--- config.mk ---
export PLATFORM = sky130hd
export DESIGN_NAME = krt_ctrl
export DESIGN_NICKNAME = d
export VERILOG_FILES = /design/src/hdl/keyed_record_table_unit_macros.svh /design/src/hdl/krt_pkg.sv /design/src/hdl/krt_ctrl.sv
export SDC_FILE = /design/constraint.sdc
export NUM_CORES = 1
export LEC_CHECK = 0
export BUFFER_PORTS_ARGS = -buffer_cell sky130_fd_sc_hd__buf_2
export CAP_MARGIN = 40
export CORE_AREA = 2 2 39 41
export DETAILED_ROUTE_END_ITERATION = 10
export DIE_AREA = 0 0 41 43
export HOLD_SLACK_MARGIN = 0.02
export PLACE_DENSITY = 0.31
export SKIP_CTS_REPAIR_TIMING = 1
export SKIP_LAST_GASP = 1
export SLEW_MARGIN = 20
export SYNTH_ARGS = -nofsm -noshare
export SYNTH_HDL_FRONTEND = slang
export SYNTH_SLANG_ARGS = --single-unit
--- constraint.sdc ---
create_clock -name clk -period 1 [get_ports clk]
set_input_delay 0.2 -clock clk [delete_from_list [all_inputs] [get_ports clk]]
set_output_delay 0.2 -clock clk [all_outputs]
set_load 0.01 [all_outputs]
--- src/hdl/keyed_record_table_unit_macros.svh ---
// assertion macros for the keyed record table unit
// taken in by the top level; needs no other file
`ifndef KEYED_RECORD_TABLE_UNIT_MACROS_SVH
`define KEYED_RECORD_TABLE_UNIT_MACROS_SVH
`ifndef SYNTHESIS
// checked only while out of reset
`define KRT_ASSERT(name, clk, rst_n, prop) \
    name: assert property (@(posedge clk) disable iff (!rst_n) prop) \
        else $error("keyed record table check failed");
// checked at every edge, reset included
`define KRT_ASSERT_ALWAYS(name, clk, prop) \
    name: assert property (@(posedge clk) prop) \
        else $error("keyed record table check failed");
`else
`define KRT_ASSERT(name, clk, rst_n, prop)
`define KRT_ASSERT_ALWAYS(name, clk, prop)
`endif
`endif

--- src/hdl/krt_pkg.sv ---
// shared types and constants of the keyed record table unit
// used by the interfaces, controller, datapath and top level
package krt_pkg;

    localparam int SLOTS_DEF      = 64;
    localparam int NAME_BYTES_DEF = 8;

    localparam int KEY_W    = 27;
    localparam int NAME_W   = 64;
    localparam int AGE_W    = 7;
    localparam int STATUS_W = 3;
    localparam int SLOT_W   = 6;

    typedef enum logic
    {
        OP_INSERT = 1'b0,
        OP_DELETE = 1'b1
    } op_t;

    typedef enum logic [STATUS_W-1:0]
    {
        ST_INSERTED  = 3'd0,
        ST_FULL      = 3'd1,
        ST_PRESENT   = 3'd2,
        ST_DELETED   = 3'd3,
        ST_CANCELLED = 3'd4,
        ST_NOT_FOUND = 3'd5
    } status_t;

    typedef enum logic [2:0]
    {
        S_CLEAR  = 3'd0,
        S_IDLE   = 3'd1,
        S_SCAN   = 3'd2,
        S_DRAIN  = 3'd3,
        S_FINISH = 3'd4
    } state_t;

    // controller to datapath
    typedef struct packed
    {
        logic in_ready;
        logic clr_wr;
        logic rd;
        logic cnt_inc;
        logic trk_clr;
        logic finish;
    } cmd_t;

    // datapath to controller
    typedef struct packed
    {
        logic req_valid;
        logic cnt_last;
        logic out_free;
    } sts_t;

endpackage

--- src/hdl/krt_ctrl.sv ---
// sequencer of the keyed record table: clear pass, scan, finish
// depends on krt_pkg for the state, command and status types
module krt_ctrl
(
    input  logic          clk,
    input  logic          rst_n,
    input  krt_pkg::sts_t sts,
    output krt_pkg::cmd_t cmd
);

    krt_pkg::state_t state_reg;
    krt_pkg::state_t state_next;

    always_ff @(posedge clk or negedge rst_n)
    begin
        if (!rst_n)
        begin
            state_reg <= krt_pkg::S_CLEAR;
        end
        else
        begin
            state_reg <= state_next;
        end
    end

    always_comb
    begin
        state_next = state_reg;
        unique case (state_reg)
            krt_pkg::S_CLEAR:
            begin
                if (sts.cnt_last)
                begin
                    state_next = krt_pkg::S_IDLE;
                end
            end
            krt_pkg::S_IDLE:
            begin
                if (sts.req_valid)
                begin
                    state_next = krt_pkg::S_SCAN;
                end
            end
            krt_pkg::S_SCAN:
            begin
                if (sts.cnt_last)
                begin
                    state_next = krt_pkg::S_DRAIN;
                end
            end
            krt_pkg::S_DRAIN:
            begin
                state_next = krt_pkg::S_FINISH;
            end
            krt_pkg::S_FINISH:
            begin
                if (sts.out_free)
                begin
                    state_next = krt_pkg::S_IDLE;
                end
            end
            default:
            begin
                state_next = krt_pkg::S_IDLE;
            end
        endcase
    end

    always_comb
    begin
        cmd = '0;
        unique case (state_reg)
            krt_pkg::S_CLEAR:
            begin
                cmd.clr_wr  = 1'b1;
                cmd.cnt_inc = 1'b1;
            end
            krt_pkg::S_IDLE:
            begin
                cmd.in_ready = 1'b1;
                cmd.trk_clr  = 1'b1;
            end
            krt_pkg::S_SCAN:
            begin
                cmd.rd      = 1'b1;
                cmd.cnt_inc = 1'b1;
            end
            krt_pkg::S_DRAIN:
            begin
                cmd = '0;
            end
            krt_pkg::S_FINISH:
            begin
                cmd.finish = sts.out_free;
            end
            default:
            begin
                cmd = '0;
            end
        endcase
    end

endmodule

==> metrics.txt, run 1 <==
Synth Area per Inst=9.81 um2; vias in the first global route=164; Final min period=approximately 1.3 ns; Max Cap Viol=0; drt wl/cell=9.42 um; hold path depth=3; Sink Count=3; failing checks=setup timing; Die X=41 um; initial antenna violation count=0; Hold Violations, Final=0; Max clock buf depth=2; CP required=0.80 ns; worst setup margin=-0.328 ns; crit end category=output pin; r2r worst-path depth=3; critical path class=flip-flop to output pin; initial DRC count=2; Netlist cell types=15; area of the core=approximately 0.0014 mm2; sequential share of power=0.280; Buf/Inv on CP=1; P_int=677 uW; HP Start=sts[2]; Least-Margin Pin Slew=0.221 ns; RR Startpoint=state_reg[1]$_DFFE_PN0P_; sw frac=0.405; cells after synthesis=19; CTS HTree Levels=1; Max-slew headroom=0.852; Power Density=around 3200 mW/mm2; WHS Endpoint=state_reg[1]$_DFFE_PN0P_; DR vias=210; Max Clk Rate=between 700 and 800 MHz; vias per inst=4.04; total CTS buffers=3; # setup viols final=9; FF-to-FF setup slack=-0.24 ns; Final period util=1.33; Leak=0.157 nW; most numerous cell in the Yosys netlist=dfrtp_1; first-pass GRT wire length=655 um; gr usage total=0.0675; Reg-to-Reg End=state_reg[0]$_DFFE_PN0P_; DRT Wirelength=490 um; area leader, netlist=dfrtp_1; First-pass DRT Iterations=2; clock input transition at the sequential cells of the worst setup and hold paths=0.04 ns; post-route insts no fill=52; Hold WC Path Type=input pin to flip-flop; num rows=14; TritonCTS clock tree=built; PortBufs=10; CTS root buffer=clkbuf_4; asr flop ratio synth=1.00; cell family with most CP delay=flip-flops; CP max stage delay=0.45 ns; RSZ-0062 raised after global routing=true; crit-path max FO=8; Comb pwr share=0.522; mapped cell area=186 um2; Worst VDD drop=0.709 mV; Net Count, Synth=24; Synthesis Warnings=0; Post-Place Setup Slack=-0.147 ns; status=complete, but fails checks; largest cells by area after synthesis=dfrtp_1 (40%), nor4b_1 (9.4%), nand2b_1 (6.7%), buf_6 (6.0%), a31o_2 (4.7%); initial core utilization=0.135; Commonest cells post-synth=dfrtp_1 (3), nand2b_1 (2), nor4b_1 (2); clk_lat worst skew=between 0.2 and 0.25 ns; sequential-to-total area share from yosys stat=0.403; Switch Pwr=between 400 and 500 uW; number of fill cells=around 160; largest net degree at the start of global routing=11; clock network power share=0.198; FF+latch count, synth=3; Stages on worst setup path=2; layout cells sized above 1=0.722; Synth Flop Type=dfrtp_1; Slowest-stage cell, CP=dfrtp_2; Slew Viols, Final=0; gp weighted congestion=0.742; GR Overflow Total=0; critical-path cell list=nor4b_4 -> buf_2; Synth top area share=0.403; Largest register FFs=3; Die Y=43 um; Final #Nets=42; Critical Path Source=state_reg[0]$_DFFE_PN0P_; worst-case clock skew=0.00229 ns; # placed instances=45; Detail Route Antenna Nets=0; Boundary Pins=11; critical path startpoint category=flip-flop; Fin Hold WS=around 0.23 ns; utilization after layout=0.254; area grow syn2layout=88.6%; die area=0.00176 mm2; Post-synth EDFFs=0; detailed placer's ending HPWL=346 um; # diodes=0; Residual DRC=0; Crit path arrival time=~1.1 ns
[per-layer routing]
layer | track usage | wire, um
met5 | 0 | 0
met4 | 0.120 | 25
met3 | 0.0314 | 27
met2 | 0.0781 | 254
met1 | 0.0584 | 181
[layout by cell type (no fill, tap or decap), drive strengths merged]
cell type / synthesis / final
and2: 1 / 1
nor3: 1 / 1
nand2b: 2 / 2
or3b: 1 / 1
inv: 1 / 1
buf: 2 / 14
clkbuf: 0 / 4
nor3b: 1 / 1
a21oi: 1 / 1
dfrtp: 3 / 3
a31o: 1 / 1
a31oi: 1 / 1
dlygate4sd3: 0 / 1
nor2: 1 / 1
nand3b: 1 / 1
nor4b: 2 / 2
[worst max path at each step]
stage	endpoint	slack [ns]
2_1_floorplan	cmd[5]	-0.06
3_3_place_gp	state_reg[2]$_DFFE_PN0P_	-0.16
4_1_cts	cmd[0]	-0.40
6_report	cmd[0]	-0.33
5_1_grt	cmd[0]	-0.36
3_5_place_dp	state_reg[0]$_DFFE_PN0P_	-0.15
[tightest hold or removal path, stage by stage]
cell and delay (ns):
buf_2 0.10, nand3b_1 0.07, a21oi_1 0.06
[stage by stage]
| stage | power (mW) | setup TNS (ns) | instance area (um2) |
|---|---|---|---|
| 4_1_cts | 1.06 | -2.27 | 310 |
| 2_1_floorplan | 0.680 | -0.149 | 218 |
| 3_3_place_gp | 0.821 | -0.679 | 284 |
| 3_5_place_dp | 0.820 | -0.702 | 284 |
| 6_report | 1.14 | -1.97 | 352 |
| 5_1_grt | 1.22 | -2.38 | 352 |
[cell families (layout without fill, tap and decap cells)]
family                 after synthesis  after routing  synth area share
and+or+nand+nor                     10             10             0.369
AOI/OAI and AO/OA                    3              3             0.107
DFF                                  3              3             0.403
buffers and inverters                3             20             0.121
[power by group through the flow]
stage	Clock, mW	Combinational, mW	Sequential, mW
floorplan	0	0.418	0.262
global placement	0	0.489	0.332
detailed placement	0	0.492	0.328
CTS	0.237	0.493	0.326
global route	0.231	0.657	0.336
finish	0.225	0.595	0.319
[cell type report]
class | instances | area [um2] | area share
multi-input combinational | 13 | 133 | 0.377
clock buffer | 4 | 26.3 | 0.0747
timing repair buffer | 15 | 90.1 | 0.256
inverter | 1 | 3.75 | 0.0107
sequential | 3 | 78.8 | 0.224
tap | 16 | 20.0 | 0.0569
Note: power is estimated with default switching activity, not from simulation.
==> inputs of run 2 (changes only) <==
--- a/config.mk
+++ b/config.mk
@@ -11,7 +11,7 @@
 export DETAILED_ROUTE_END_ITERATION = 10
 export DIE_AREA = 0 0 41 43
 export HOLD_SLACK_MARGIN = 0.02
-export PLACE_DENSITY = 0.31
+export PLACE_DENSITY = 0.3
 export SKIP_CTS_REPAIR_TIMING = 1
 export SKIP_LAST_GASP = 1
 export SLEW_MARGIN = 20
==> constraint.sdc (replaced) <==
create_clock -name clk -period 1.3 [get_ports clk]
set_input_delay 0.26 -clock clk [delete_from_list [all_inputs] [get_ports clk]]
set_output_delay 0.26 -clock clk [all_outputs]
set_load 0.01 [all_outputs]
==> run 2 against run 1 <==
Effect of this change:
- the run still ends with setup timing left
- design area is 8.2% lower
- clock-buffer cell count stayed put
- worst hold slack better by 0.081 ns
- clock skew hardly changed
- sequential power is 27% lower
- global-route usage hardly changed
- wire length is 9.6% lower
- flip-flop and latch count stayed put
- utilization is 2.1 points lower
- sequential share of layout area is 1.6 points higher
- largest power group unchanged
- non-clock buffer count is 2 lower
==> metrics.txt, run 2 (synthesized netlist as in run 1, its figures left out) <==
Slew Viols, Final=0; PortBufs=10; initial antenna violation count=0; DRT Wirelength=approximately 440 um; Switch Pwr=309 uW; Leak=between 0.1 and 0.15 nW; Final min period=1.37 ns; Max clock buf depth=2; initial DRC count=0; Max-slew headroom=0.759; CP required=1.04 ns; P_int=495 uW; Crit path arrival time=about 1.1 ns; failing checks=setup timing; gp weighted congestion=between 0.6 and 0.7; Residual DRC=0; r2r worst-path depth=3; RR Startpoint=state_reg[0]$_DFFE_PN0P_; clk_lat worst skew=0.23 ns; num rows=14; Detail Route Antenna Nets=0; worst setup margin=-0.0700 ns; gr usage total=0.0673; largest net degree at the start of global routing=11; Final #Nets=40; area of the core=0.00138 mm2; critical-path cell list=nor4b_2 -> buf_2; first-pass GRT wire length=683 um; CP max stage delay=approximately 0.46 ns; critical path class=flip-flop to output pin; Worst VDD drop=around 0.61 mV; Hold WC Path Type=input pin to flip-flop; First-pass DRT Iterations=1; Die Y=43 um; number of fill cells=164; critical path startpoint category=flip-flop; most common cell after layout, fill and taps aside=buf_2; initial core utilization=0.135; CTS HTree Levels=1; Post-Route Setup TNS=-0.195 ns; hold path depth=3; cell family with most CP delay=flip-flops; WHS Endpoint=state_reg[1]$_DFFE_PN0P_; detailed placer's ending HPWL=between 300 and 400 um; vias in the first global route=167; clock network power share=0.201; sw frac=0.384; total CTS buffers=3; Tot Pwr=803 uW; vias per inst=around 3.7; crit end category=output pin; drt wl/cell=8.86 um; die area=0.00176 mm2; Buf/Inv on CP=1; HP Start=sts[2]; crit-path max FO=8; Die X=41 um; Hold Violations, Final=0; area grow syn2layout=73.2%; DR vias=187; sequential share of power=0.288; Largest register FFs=3; # diodes=0; GR Overflow Total=0; CTS root buffer=clkbuf_4; Reg-to-Reg End=state_reg[0]$_DFFE_PN0P_; multi-input logic area=110 um2; utilization after layout=0.233; # setup viols final=3; clock input transition at the sequential cells of the worst setup and hold paths=approximately 0.040 ns; Max Clk Rate=730 MHz; Least-Margin Pin Slew=0.357 ns; worst-case clock skew=0.00245 ns; commonest non-fill, non-tap cells in the layout=buf_2 (9), clkbuf_4 (3), nand2b_1 (2), buf_6 (2), dfrtp_2 (2); Slowest-stage cell, CP=dfrtp_2; storage element area=77.6 um2; Boundary Pins=11; status=complete, but fails checks; layout cells sized above 1=0.676; Comb pwr share=0.511; Power Density=2490 mW/mm2; Final period util=1.05; Sink Count=3; RSZ-0062 raised after global routing=true; FF-to-FF setup slack=0.11 ns; Max Cap Viol=0; TritonCTS clock tree=built
[run 2: changes by cell type in the layout (fill, tap and decap cells not counted), sizes merged]
| cell | change |
|---|---|
| buf | -2 |
[run 2: worst min-delay path: stages]
cell	delay [ns]
buf_2	0.11
nand3b_1	0.08
a21oi_1	0.06
[run 2: stage by stage]
| stage | instance area (um2) | setup slack, ns | cells | hold slack (ns) |
|---|---|---|---|---|
| CTS | 264 | -0.160 | 47 | -0.190 |
| detailed placement | 238 | 0.0949 | 43 | 0.0595 |
| floorplan | 186 | 0.0302 | 19 | -0.0356 |
| finish | 323 | -0.0700 | 50 | 0.311 |
| global placement | 238 | 0.119 | 43 | 0.0620 |
| global route | 323 | -0.130 | 50 | 0.345 |
[run 2: layer usage]
metal / part of all wire / global-route usage / wire, um
met1: 0.39 / 0.0710 / 172
met2: 0.55 / 0.0750 / 245
met3: 0.056 / 0.0314 / 25
met4: 0 / 0.100 / 0
met5: 0 / 0 / 0
[run 2: area by class of cell]
cell class | instances | share of cell area
Sequential cell | 3 | 0.240
Multi-Input combinational cell | 13 | 0.341
Inverter | 1 | 0.0116
Tap cell | 16 | 0.0620
Timing Repair Buffer | 13 | 0.264
Clock buffer | 4 | 0.0814
[run 2: how the worst max path moves through the flow]
stage | slack [ns] | start | depth (start not counted) | to
after floorplan | 0.03 | state_reg[0]$_DFFE_PN0P_ | 3 | cmd[5]
after global placement | 0.12 | state_reg[2]$_DFFE_PN0P_ | 3 | cmd[0]
after detailed placement | 0.09 | state_reg[2]$_DFFE_PN0P_ | 3 | cmd[0]
after CTS | -0.16 | state_reg[2]$_DFFE_PN0P_ | 3 | cmd[0]
after global routing | -0.13 | state_reg[0]$_DFFE_PN0P_ | 2 | cmd[0]
final | -0.07 | state_reg[0]$_DFFE_PN0P_ | 2 | cmd[0]
[run 2: power groups by stage]
stage | registers (mW) | clock network [mW] | logic, mW
finish | 0.232 | 0.161 | 0.410
global route | 0.242 | 0.175 | 0.464
CTS | 0.218 | 0.170 | 0.297
detailed placement | 0.219 | 0 | 0.296
global placement | 0.216 | 0 | 0.304
floorplan | 0.175 | 0 | 0.269
